==> src/hdl/lcln_pkg.sv <==
// Shared types and constants for the Lamport counting lock node.
package lcln_pkg;

	localparam int APB_ADDR_W = 4;

	localparam logic [2:0] CMD_LOCAL_NEED   = 3'd0;
	localparam logic [2:0] CMD_PEER_REQUEST = 3'd1;
	localparam logic [2:0] CMD_ACK          = 3'd2;
	localparam logic [2:0] CMD_TAKEOVER     = 3'd3;
	localparam logic [2:0] CMD_GRAB         = 3'd4;
	localparam logic [2:0] CMD_PEER_RELEASE = 3'd5;

	localparam logic [2:0] MSG_REQUEST  = 3'd0;
	localparam logic [2:0] MSG_ACK      = 3'd1;
	localparam logic [2:0] MSG_TAKEOVER = 3'd2;
	localparam logic [2:0] MSG_ANNOUNCE = 3'd3;
	localparam logic [2:0] MSG_RELEASE  = 3'd4;

	localparam logic [1:0] DEST_PEER      = 2'd0;
	localparam logic [1:0] DEST_PRODUCERS = 2'd1;
	localparam logic [1:0] DEST_CONSUMERS = 2'd2;

	localparam logic [1:0] REG_OWN_RANK   = 2'd0;
	localparam logic [1:0] REG_NODE_COUNT = 2'd1;
	localparam logic [1:0] REG_POOL_SIZE  = 2'd2;

	typedef enum logic [3:0] {
		ST_IDLE  = 4'b0001,
		ST_EVENT = 4'b0010,
		ST_CHECK = 4'b0100,
		ST_EMIT  = 4'b1000
	} state_t;

	typedef struct packed {
		logic [2:0]  command;
		logic [31:0] msg_clock;
		logic [3:0]  msg_rank;
	} item_t;

	typedef struct packed {
		logic [2:0]  msg_type;
		logic [1:0]  dest_kind;
		logic [3:0]  dest_rank;
		logic [31:0] out_clock;
		logic [7:0]  free_count;
		logic        holding_item;
		logic        awaiting_consumer;
		logic        last;
	} result_t;

	typedef struct packed {
		logic insert;
		logic pop;
	} qop_t;

endpackage

==> src/hdl/lamport_counting_lock_node.sv <==
// Top level of the Lamport counting lock node: sequencer, counters, queue and register port.
//
// Channel   Direction  Handshake              Payload
// item      in         start high, busy low   lcln_pkg::item_t
// result    out        strobe, one cycle      lcln_pkg::result_t
// config    in/out     APB write, pready = 1  own_rank, node_count, pool_size
//
// An item passes through the sequencer's event and grant-check states after acceptance,
// then through the emit state once for each message it causes.
// The event and grant steps each update the queue cells at most once.
// An unknown command returns to idle after the event cycle with no result.
// Reset clears the clock, counters and flags and sets both pool_size and the free count to one.
// Results cannot be held off; busy stays high until the final one has been shown.
module lamport_counting_lock_node #(
	parameter int MAX_NODES  = 16,
	parameter int CLOCK_BITS = 32
) (
	input  logic                                clk,
	input  logic                                arst_n,
	input  logic                                start,
	output logic                                busy,
	input  lcln_pkg::item_t                     item,
	output logic                                strobe,
	output lcln_pkg::result_t                   result,
	input  logic                                psel,
	input  logic                                penable,
	input  logic                                pwrite,
	input  logic [lcln_pkg::APB_ADDR_W-1:0]     paddr,
	input  logic [31:0]                         pwdata,
	output logic [31:0]                         prdata,
	output logic                                pready
);

	localparam int FW = $clog2(MAX_NODES + 1);

	lcln_pkg::state_t      state_q;
	logic [2:0]            cmd_q;
	logic [CLOCK_BITS-1:0] mclk_q;
	logic [3:0]            mrank_q;
	logic [3:0]            own_rank_q;
	logic [4:0]            node_count_q;
	logic [7:0]            pool_size_q;
	logic [CLOCK_BITS-1:0] clock_q;
	logic [3:0]            ack_q;
	logic [7:0]            free_q;
	logic                  hold_q;
	logic                  wait_q;
	logic                  ev_valid_q;
	logic [2:0]            ev_type_q;
	logic [3:0]            ev_rank_q;
	logic [CLOCK_BITS-1:0] ev_clk_q;
	logic                  grant_q;
	logic [1:0]            idx_q;

	logic [63:0]           in_wide;
	logic [CLOCK_BITS-1:0] tick_clk;
	logic [CLOCK_BITS-1:0] peer_clk;
	logic [CLOCK_BITS-1:0] sel_clk;
	logic [CLOCK_BITS-1:0] q_new_clk;
	logic [3:0]            q_new_rank;
	logic [3:0]            q_head_rank;
	logic [FW-1:0]         q_fill;
	lcln_pkg::qop_t        q_op;
	logic                  grant_w;
	logic                  cfg_wr;
	logic [1:0]            total;
	logic [1:0]            gpos;

	assign in_wide  = 64'(item.msg_clock);
	assign tick_clk = clock_q + CLOCK_BITS'(1);
	assign peer_clk = ((mclk_q > clock_q) ? mclk_q : clock_q) + CLOCK_BITS'(1);

	assign grant_w = hold_q && (q_fill != '0) && (q_head_rank == own_rank_q) &&
		(node_count_q != 5'd0) && ({1'b0, ack_q} == (node_count_q - 5'd1)) && (free_q != 8'd0);

	always_comb begin
		q_op.insert = 1'b0;
		q_op.pop    = 1'b0;
		q_new_clk   = mclk_q;
		q_new_rank  = mrank_q;
		if (state_q == lcln_pkg::ST_EVENT) begin
			case (cmd_q)
				lcln_pkg::CMD_LOCAL_NEED: begin
					q_op.insert = 1'b1;
					q_new_clk   = tick_clk;
					q_new_rank  = own_rank_q;
				end
				lcln_pkg::CMD_PEER_REQUEST: begin
					q_op.insert = 1'b1;
				end
				lcln_pkg::CMD_TAKEOVER: begin
					q_op.pop = 1'b1;
				end
				default: begin
					q_op.insert = 1'b0;
				end
			endcase
		end else if (state_q == lcln_pkg::ST_CHECK) begin
			q_op.pop = grant_w;
		end
	end

	lcln_queue #(
		.MAX_NODES (MAX_NODES),
		.CLOCK_BITS(CLOCK_BITS)
	) u_queue (
		.clk      (clk),
		.arst_n   (arst_n),
		.op       (q_op),
		.new_clk  (q_new_clk),
		.new_rank (q_new_rank),
		.head_rank(q_head_rank),
		.fill     (q_fill)
	);

	assign cfg_wr = psel && penable && pwrite && pready;

	always_ff @(posedge clk or negedge arst_n) begin
		if (!arst_n) begin
			state_q      <= lcln_pkg::ST_IDLE;
			own_rank_q   <= 4'd0;
			node_count_q <= 5'd2;
			pool_size_q  <= 8'd1;
			clock_q      <= '0;
			ack_q        <= 4'd0;
			free_q       <= 8'd1;
			hold_q       <= 1'b0;
			wait_q       <= 1'b0;
			ev_valid_q   <= 1'b0;
			grant_q      <= 1'b0;
			idx_q        <= 2'd0;
		end else begin
			case (state_q)
				lcln_pkg::ST_IDLE: begin
					if (start) begin
						state_q <= lcln_pkg::ST_EVENT;
					end
				end
				lcln_pkg::ST_EVENT: begin
					ev_valid_q <= (cmd_q == lcln_pkg::CMD_LOCAL_NEED) ||
						(cmd_q == lcln_pkg::CMD_PEER_REQUEST) || (cmd_q == lcln_pkg::CMD_GRAB);
					case (cmd_q)
						lcln_pkg::CMD_LOCAL_NEED: begin
							state_q <= lcln_pkg::ST_CHECK;
							hold_q  <= 1'b1;
							clock_q <= tick_clk;
						end
						lcln_pkg::CMD_PEER_REQUEST: begin
							state_q <= lcln_pkg::ST_CHECK;
							clock_q <= peer_clk;
						end
						lcln_pkg::CMD_ACK: begin
							state_q <= lcln_pkg::ST_CHECK;
							if (ack_q != 4'd15) begin
								ack_q <= ack_q + 4'd1;
							end
						end
						lcln_pkg::CMD_TAKEOVER: begin
							state_q <= lcln_pkg::ST_CHECK;
							if (free_q != 8'd0) begin
								free_q <= free_q - 8'd1;
							end
						end
						lcln_pkg::CMD_GRAB: begin
							state_q <= lcln_pkg::ST_CHECK;
							wait_q  <= 1'b0;
							hold_q  <= 1'b0;
							clock_q <= tick_clk;
							if (free_q != 8'd255) begin
								free_q <= free_q + 8'd1;
							end
						end
						lcln_pkg::CMD_PEER_RELEASE: begin
							state_q <= lcln_pkg::ST_CHECK;
							if (free_q != 8'd255) begin
								free_q <= free_q + 8'd1;
							end
						end
						default: begin
							state_q <= lcln_pkg::ST_IDLE;
						end
					endcase
				end
				lcln_pkg::ST_CHECK: begin
					grant_q <= grant_w;
					idx_q   <= 2'd0;
					if (grant_w) begin
						ack_q   <= 4'd0;
						clock_q <= tick_clk;
						wait_q  <= 1'b1;
						if (free_q != 8'd0) begin
							free_q <= free_q - 8'd1;
						end
					end
					if (grant_w || ev_valid_q) begin
						state_q <= lcln_pkg::ST_EMIT;
					end else begin
						state_q <= lcln_pkg::ST_IDLE;
					end
				end
				lcln_pkg::ST_EMIT: begin
					idx_q <= idx_q + 2'd1;
					if (result.last) begin
						state_q <= lcln_pkg::ST_IDLE;
					end
				end
				default: begin
					state_q <= lcln_pkg::ST_IDLE;
				end
			endcase

			if (cfg_wr) begin
				case (paddr[3:2])
					lcln_pkg::REG_OWN_RANK: begin
						own_rank_q <= pwdata[3:0];
					end
					lcln_pkg::REG_NODE_COUNT: begin
						node_count_q <= pwdata[4:0];
					end
					lcln_pkg::REG_POOL_SIZE: begin
						pool_size_q <= pwdata[7:0];
						free_q      <= pwdata[7:0];
					end
					default: begin
						pool_size_q <= pool_size_q;
					end
				endcase
			end
		end
	end

	// Item payload and the event message are held in registers without reset.
	always_ff @(posedge clk) begin
		if ((state_q == lcln_pkg::ST_IDLE) && start) begin
			cmd_q   <= item.command;
			mclk_q  <= in_wide[CLOCK_BITS-1:0];
			mrank_q <= item.msg_rank;
		end
		if (state_q == lcln_pkg::ST_EVENT) begin
			case (cmd_q)
				lcln_pkg::CMD_LOCAL_NEED: begin
					ev_type_q <= lcln_pkg::MSG_REQUEST;
					ev_rank_q <= 4'd0;
					ev_clk_q  <= tick_clk;
				end
				lcln_pkg::CMD_PEER_REQUEST: begin
					ev_type_q <= lcln_pkg::MSG_ACK;
					ev_rank_q <= mrank_q;
					ev_clk_q  <= peer_clk;
				end
				default: begin
					ev_type_q <= lcln_pkg::MSG_RELEASE;
					ev_rank_q <= 4'd0;
					ev_clk_q  <= tick_clk;
				end
			endcase
		end
	end

	assign total = {grant_q, 1'b0} + {1'b0, ev_valid_q};
	assign gpos  = idx_q - {1'b0, ev_valid_q};

	always_comb begin
		if (ev_valid_q && (idx_q == 2'd0)) begin
			result.msg_type  = ev_type_q;
			result.dest_kind = (ev_type_q == lcln_pkg::MSG_ACK) ? lcln_pkg::DEST_PEER
				: lcln_pkg::DEST_PRODUCERS;
			result.dest_rank = ev_rank_q;
			sel_clk          = ev_clk_q;
		end else if (gpos == 2'd0) begin
			result.msg_type  = lcln_pkg::MSG_TAKEOVER;
			result.dest_kind = lcln_pkg::DEST_PRODUCERS;
			result.dest_rank = 4'd0;
			sel_clk          = clock_q;
		end else begin
			result.msg_type  = lcln_pkg::MSG_ANNOUNCE;
			result.dest_kind = lcln_pkg::DEST_CONSUMERS;
			result.dest_rank = 4'd0;
			sel_clk          = clock_q;
		end
		result.out_clock         = 32'(sel_clk);
		result.free_count        = free_q;
		result.holding_item      = hold_q;
		result.awaiting_consumer = wait_q;
		result.last              = (idx_q == (total - 2'd1));
	end

	assign strobe = (state_q == lcln_pkg::ST_EMIT);
	assign busy   = (state_q != lcln_pkg::ST_IDLE);
	assign pready = 1'b1;

	always_comb begin
		case (paddr[3:2])
			lcln_pkg::REG_OWN_RANK:   prdata = {28'd0, own_rank_q};
			lcln_pkg::REG_NODE_COUNT: prdata = {27'd0, node_count_q};
			lcln_pkg::REG_POOL_SIZE:  prdata = {24'd0, pool_size_q};
			default:                  prdata = 32'd0;
		endcase
	end

	a_strobe_busy: assert property (@(posedge clk) disable iff (!arst_n)
		strobe |-> busy)
		else $error("result shown while the node is idle");

	a_grant_nonempty: assert property (@(posedge clk) disable iff (!arst_n)
		((state_q == lcln_pkg::ST_CHECK) && grant_w) |-> (q_fill != '0))
		else $error("grant on an empty request queue");

	a_last_idle: assert property (@(posedge clk) disable iff (!arst_n)
		(strobe && result.last) |=> !busy)
		else $error("node still busy after the final result");

	a_fill_bound: assert property (@(posedge clk) disable iff (!arst_n)
		q_fill <= FW'(MAX_NODES))
		else $error("queue fill beyond its depth");

	a_grant_clears: assert property (@(posedge clk) disable iff (!arst_n)
		((state_q == lcln_pkg::ST_CHECK) && grant_w) |=> ((ack_q == 4'd0) && wait_q))
		else $error("grant did not clear the ack count and set the wait flag");

endmodule

==> src/hdl/lcln_cell.sv <==
// One cell of the sorted request queue: holds one entry and shifts with its neighbors.
module lcln_cell #(
	parameter int CLOCK_BITS = 32
) (
	input  logic                  clk,
	input  lcln_pkg::qop_t        op,
	input  logic [CLOCK_BITS-1:0] new_clk,
	input  logic [3:0]            new_rank,
	input  logic                  below_fill,
	input  logic                  at_fill,
	input  logic [CLOCK_BITS-1:0] left_clk,
	input  logic [3:0]            left_rank,
	input  logic                  left_gt,
	input  logic [CLOCK_BITS-1:0] right_clk,
	input  logic [3:0]            right_rank,
	output logic [CLOCK_BITS-1:0] entry_clk,
	output logic [3:0]            entry_rank,
	output logic                  gt
);

	logic [CLOCK_BITS-1:0] clk_q;
	logic [3:0]            rank_q;

	// The cell's entry orders after the new request.
	assign gt = below_fill && ((new_clk < clk_q) || ((new_clk == clk_q) && (new_rank < rank_q)));

	always_ff @(posedge clk) begin
		if (op.pop) begin
			clk_q  <= right_clk;
			rank_q <= right_rank;
		end else if (op.insert) begin
			if (left_gt) begin
				clk_q  <= left_clk;
				rank_q <= left_rank;
			end else if (gt || at_fill) begin
				clk_q  <= new_clk;
				rank_q <= new_rank;
			end
		end
	end

	assign entry_clk  = clk_q;
	assign entry_rank = rank_q;

endmodule

==> src/hdl/lcln_queue.sv <==
// Request queue sorted by clock and rank, built as a row of cells with a fill count.
module lcln_queue #(
	parameter int MAX_NODES  = 16,
	parameter int CLOCK_BITS = 32,
	localparam int FW = $clog2(MAX_NODES + 1)
) (
	input  logic                  clk,
	input  logic                  arst_n,
	input  lcln_pkg::qop_t        op,
	input  logic [CLOCK_BITS-1:0] new_clk,
	input  logic [3:0]            new_rank,
	output logic [3:0]            head_rank,
	output logic [FW-1:0]         fill
);

	logic [FW-1:0]         fill_q;
	logic                  full;
	lcln_pkg::qop_t        cell_op;
	logic [CLOCK_BITS-1:0] ent_clk [MAX_NODES];
	logic [3:0]            ent_rank [MAX_NODES];
	logic                  ent_gt [MAX_NODES];

	assign full = (fill_q == FW'(MAX_NODES));

	always_comb begin
		cell_op.insert = op.insert && !full;
		cell_op.pop    = op.pop;
	end

	always_ff @(posedge clk or negedge arst_n) begin
		if (!arst_n) begin
			fill_q <= '0;
		end else if (cell_op.insert) begin
			fill_q <= fill_q + FW'(1);
		end else if (op.pop && (fill_q != '0)) begin
			fill_q <= fill_q - FW'(1);
		end
	end

	for (genvar i = 0; i < MAX_NODES; i++) begin : g_cell
		logic [CLOCK_BITS-1:0] l_clk;
		logic [3:0]            l_rank;
		logic                  l_gt;
		logic [CLOCK_BITS-1:0] r_clk;
		logic [3:0]            r_rank;

		if (i == 0) begin : g_first
			assign l_clk  = new_clk;
			assign l_rank = new_rank;
			assign l_gt   = 1'b0;
		end else begin : g_mid
			assign l_clk  = ent_clk[i-1];
			assign l_rank = ent_rank[i-1];
			assign l_gt   = ent_gt[i-1];
		end

		if (i == MAX_NODES - 1) begin : g_last
			assign r_clk  = ent_clk[i];
			assign r_rank = ent_rank[i];
		end else begin : g_inner
			assign r_clk  = ent_clk[i+1];
			assign r_rank = ent_rank[i+1];
		end

		lcln_cell #(
			.CLOCK_BITS(CLOCK_BITS)
		) u_cell (
			.clk       (clk),
			.op        (cell_op),
			.new_clk   (new_clk),
			.new_rank  (new_rank),
			.below_fill(FW'(i) < fill_q),
			.at_fill   (FW'(i) == fill_q),
			.left_clk  (l_clk),
			.left_rank (l_rank),
			.left_gt   (l_gt),
			.right_clk (r_clk),
			.right_rank(r_rank),
			.entry_clk (ent_clk[i]),
			.entry_rank(ent_rank[i]),
			.gt        (ent_gt[i])
		);
	end

	assign head_rank = ent_rank[0];
	assign fill      = fill_q;

endmodule

==> config.mk <==
export PLATFORM = sky130hd
export DESIGN_NAME = lamport_counting_lock_node
export DESIGN_NICKNAME = d
export VERILOG_FILES = /design/src/hdl/lcln_pkg.sv /design/src/hdl/lamport_counting_lock_node.sv /design/src/hdl/lcln_cell.sv /design/src/hdl/lcln_queue.sv
export SDC_FILE = /design/constraint.sdc
export NUM_CORES = 2
export LEC_CHECK = 0
export ABC_AREA = 1
export CAP_MARGIN = 25
export CORE_AREA = 8 8 304 306
export DETAILED_ROUTE_END_ITERATION = 6
export DIE_AREA = 0 0 312 314
export DONT_BUFFER_PORTS = 1
export GPL_TIMING_DRIVEN = 0
export PLACE_DENSITY = 0.8
export SETUP_SLACK_MARGIN = 0.2
export SYNTH_ARGS = -nofsm -noshare
export SYNTH_HDL_FRONTEND = slang
export SYNTH_HIERARCHICAL = 1
export SYNTH_SLANG_ARGS = --single-unit
==> constraint.sdc <==
create_clock -name clk -period 7.4 [get_ports clk]
set_input_delay 1.85 -clock clk [delete_from_list [all_inputs] [get_ports clk]]
set_output_delay 1.85 -clock clk [all_outputs]
set_load 0.01 [all_outputs]
---- Word-level counts from Yosys, hierarchy flattened ----
Cells that the tools add are included.
word-level totals
  bits in registers ....................... 730
  bits of input ports ..................... 81
  output and inout port bits .............. 87
  word-level logic and storage cells ...... 471
operators by class
  add/subtract/negate cells ............... 12
  magnitude comparators ................... 49
  equality and inequality tests ........... 57
  mux-type cells .......................... 165
  bitwise operators ....................... 1
  reduce and logical (&&, ||, !) cells .... 136
operator list
  cell                     count
  $mux W32                 67
  $eq A32 B32 Y1           16
  $lt A32 B32 Y1           16
  $mux W4                  69
  $pmux W32 S2             2
  $add A32 B1 Y32 const B  2
  $lt A4 B4 Y1             16
  $logic_and A1 B1 Y1      43
  $reduce_bool A3 Y1       14
  $eq A4 B5 Y1 const A     8
  $lt A4 B5 Y1 const A     8
  $mux W8                  5
  $reduce_and A2 Y1        20
  $logic_or A1 B1 Y1       35
  $gt A32 B32 Y1           1
  $pmux W8 S2              2
  $pmux W8 S3              1
  $eq A3 B5 Y1 const A     4
  $lt A3 B5 Y1 const A     4
  $pmux W4 S4              1
  $reduce_bool A2 Y1       7
  $eq A2 B5 Y1 const A     2
  $lt A1 B5 Y1 const A     2
  $lt A2 B5 Y1 const A     2
  other kinds (49)         73

---- Logic depth before layout (Yosys ltp) ----
  depth in word-level cells ............... 12
  mapped depth ............................ 31
  gate-level depth less buffers ........... 30

---- Hierarchy ----
The synthesis kept the hierarchy.
by module, submodules not included
  module                      instances  cells an instance  area an instance (um2)  sequential area each (um2)
  lcln_cell                   16         360                2780.2                  1081.0
  lamport_counting_lock_node  1          1568               10975.5                 4093.9
  lcln_queue                  1          123                749.5                   125.1

---- Least setup slack after synthesis ----
No wires, ideal clock.
  kind .................................... reg-to-reg
  start point ............................. reg state_q[2]
  end point ............................... reg u_queue.g_cell[5].u_cell.clk_q[0] (enable)
  setup time .............................. 0.394 ns
  data arrival time ....................... 5.581 ns
  required time ........................... 7.006 ns
  setup slack ............................. 1.425 ns
  stages on the path, launching flop included .. 29
  path buffers ............................ 3
  clock period less this slack ............ 5.975 ns
  cell sequence ........................... dfrtp_1 -> nor2_1 -> inv_1 -> nor3_2 -> inv_1 -> nor2_1 -> nand2_1 -> clkbuf_1 -> clkbuf_1 -> o21ai_0 -> ha_1 -> nand2_1 -> inv_1 -> nand2_1 -> nand2_1 -> nand2_1 -> nand2_1 -> nand2_1 -> nand2_1 -> nand2_1 -> nand2_1 -> nand2_1 -> nand2_1 -> inv_1 -> clkbuf_8 -> nor2_1 -> nand2_1 -> nand2_1 -> nand2_1
RTL lines
  what                    line                               text
  start, declared         lamport_counting_lock_node.sv:36   lcln_pkg::state_t state_q;
  start signal, assigned  lamport_counting_lock_node.sv:120  state_q <= lcln_pkg::ST_IDLE;
  start signal, assigned  lamport_counting_lock_node.sv:136  state_q <= lcln_pkg::ST_EVENT;
  start signal, assigned  lamport_counting_lock_node.sv:144  state_q <= lcln_pkg::ST_CHECK;
  end signal, assigned    lcln_cell.sv:29                    clk_q <= right_clk;
  end signal, assigned    lcln_cell.sv:33                    clk_q <= left_clk;
  end signal, assigned    lcln_cell.sv:36                    clk_q <= new_clk;
  end, declared           lcln_cell.sv:21                    logic [CLOCK_BITS-1:0] clk_q;

==> results.toml <==
[floorplan]
io_pins = 168
initial_utilization_pct = 64.2
fp-row-count = 109
fp.dieH_microns = 314
core_area_sq_mm = 0.0876
die_w_microns = 312
die-area_sq_mm = 0.0980

[cts]
cts_inserted_buffers = 83
htree_levels = 3
clk_pin_slew_worst_paths_ns = 0.06
cts_buffer_depth = 3
root_buffer = "clkbuf_16"
clock_latency_ns = 0.67
postCtsHoldBufs = 0
cts_setup_buffers = 0
cts_resized = 0
cts_tree = "yes"
clock_sinks = 729

[detailed_routing]
initialDrtViolationCount = 6874
ant_nets = 0
wl_per_cell_microns = 21.5
dr.pass1.iters = 7
drt-total-wl_mm = 190
vias = 54300
drc_errors = 4
via_per_inst = 6.15

[placed_design]
place_ws_ns = 1.31
io_buffers = 0
gp_congestion = 1.00
place_area_sq_mm = 0.0588
place_inst = 8675
place_hpwl_mm = 145

[layout]
diodes = 0
fin_area_sq_mm = 0.0614
area_growth_pct = 9.31
fin_util_pct = 70.2
drive_above_1_share_pct = 6.16
fin_cells = 8827
layout.nets = 8283
nFillCells = 7126

[critical_path]
worstPathArrival_ns = 6.87
slowest_delay_ns = 0.72
criticalPathCategory = "reg2reg"
cp_slowest_cell = "inv_2"
cpMostUsedCell = "nand2_1"
ff2ff_path_depth = 31
end_kind = "flip-flop"
start_kind = "flip-flop"
crit_required_ns = 7.77
rrSetupSlack_ns = 0.89
crit_path_max_fanout = 33

[global_routing]
grt_pass1_wl_mm = 289
grt_usage_pct = 37.2
grt_pass1_vias = 52000
antenna_found_initial = 2
grt_max_degree = 77
grt-ovfl-total = 0

[sta]
final-hold-violation-count = 0
fin_ws_ns = 0.893
min_period_ns = 6.51
max_slew.worst_pin.slew_ns = 1.07
period_share_pct = 87.9
clock.fmax_mhz = 154
report.final.slew_viol_count = 0
relSlewSlack_pct = 28.6
rsz0062_at_grt = "no"
holdWs_ns = 0.525
final.setup_skew_ns = 0.0257
finalSetupViolCount = 0

[synth]
yosys_warnings = 6
synth_area_sq_mm = 0.0562
syn_avg_cell_area_sq_um = 7.54
netlist_instances = 7450

[worst_hold_path]
holdPathStages = 2
hp-class = "reg2reg"

[power]
power_leakage_nw = 28.7
p_per_area_mw_per_mm2 = 338
irDropWorstVdd_mv = 0.237

[run]
max_cap_viol_count = 0

[status]
status = "complete, but fails checks"
violations = "design-rule violations"
metrics by stage:
step                      power, mW  setup TNS, ns
after floorplan                13.2              0
after global placement         15.8       -2854.01
after detailed placement       16.4              0
after CTS                      20.4              0
after global routing           22.0              0
final                          20.8              0
layer usage:
metal  up-vias  global-route usage [%]  share of wire (%)
met5         -                       0                  0
met4         0                    19.8                5.8
met3       778                    9.02                 12
met2      3388                    58.5                 44
met1     25200                    47.4                 38
li1      24900                       -                  -
final cells by class:
type                    instances  area, sq um  share of cell area (%)
plain buffers                 309         1510                    2.46
flip-flops and latches        729        21500                    35.0
repair buffers                 38          857                    1.40
clock buffers                 109         2220                    3.61
inverters                    1004         3780                    6.15
multi-input cells            5432        29800                    48.4
clock inverters                41          343                   0.558
well taps                    1165         1460                    2.37
state kept, by name, indices dropped and copies added (netlist names), 5 cells and up:
signal                            count
pool_size_q                           8
clock_q                              32
mclk_q                               32
u_queue/fill                          5
u_queue/g_cell.u_cell/entry_clk     512
ev_clk_q                             32
free_q                                8
node_count_q                          5
u_queue/g_cell.u_cell/entry_rank     64
worst max-delay path, delay by kind of cell, from the launching register on:
kind                       cells  cell delay [ns]
and+or+nand+nor               22             3.63
buffers and inverters          6             1.44
DFF                            1             0.52
adders and majority gates      1             0.29
xor gates and xnor gates       1             0.14
AOI/OAI and AO/OA              1             0.10
power breakdown:
| part | switching [mW] | leakage [nW] | total [mW] | internal [mW] |
|---|---|---|---|---|
| Combinational | 7.16 | 20.6 | 10.6 | 3.41 |
| Sequential | 0.518 | 6.87 | 6.16 | 5.64 |
| Clock | 1.78 | 1.24 | 4.04 | 2.25 |
| Total | 9.46 | 28.7 | 20.8 | 11.3 |
placed cells by master (no fill, tap or decap), types with 30 or more instances in the layout:
cell and n:
nand2_1 1725, a21oi_1 1423, inv_1 930, nor2_1 924, edfxtp_1 653, ha_1 605
clkbuf_1 168, o21ai_0 168, nand3_1 163, clkbuf_16 84, buf_1 82, nand2_2 73
dfrtp_1 72, inv_2 53, xor2_1 39, clkinv_1 33, o21ai_1 32, nand4_1 30
final timing paths:
path / startpoint / end
worst max-delay path: clock_q[0] / u_queue/g_cell[1].u_cell/entry_clk[17]
min in group asynchronous: arst_n / clock_q[11]
max in group asynchronous: arst_n / node_count_q[1]
worst min-delay path: grant_q / grant_q
worst max register to register: clock_q[0] / u_queue/g_cell[1].u_cell/entry_clk[17]
worst min register to register: grant_q / grant_q
Power figures use the tool's default switching activity.
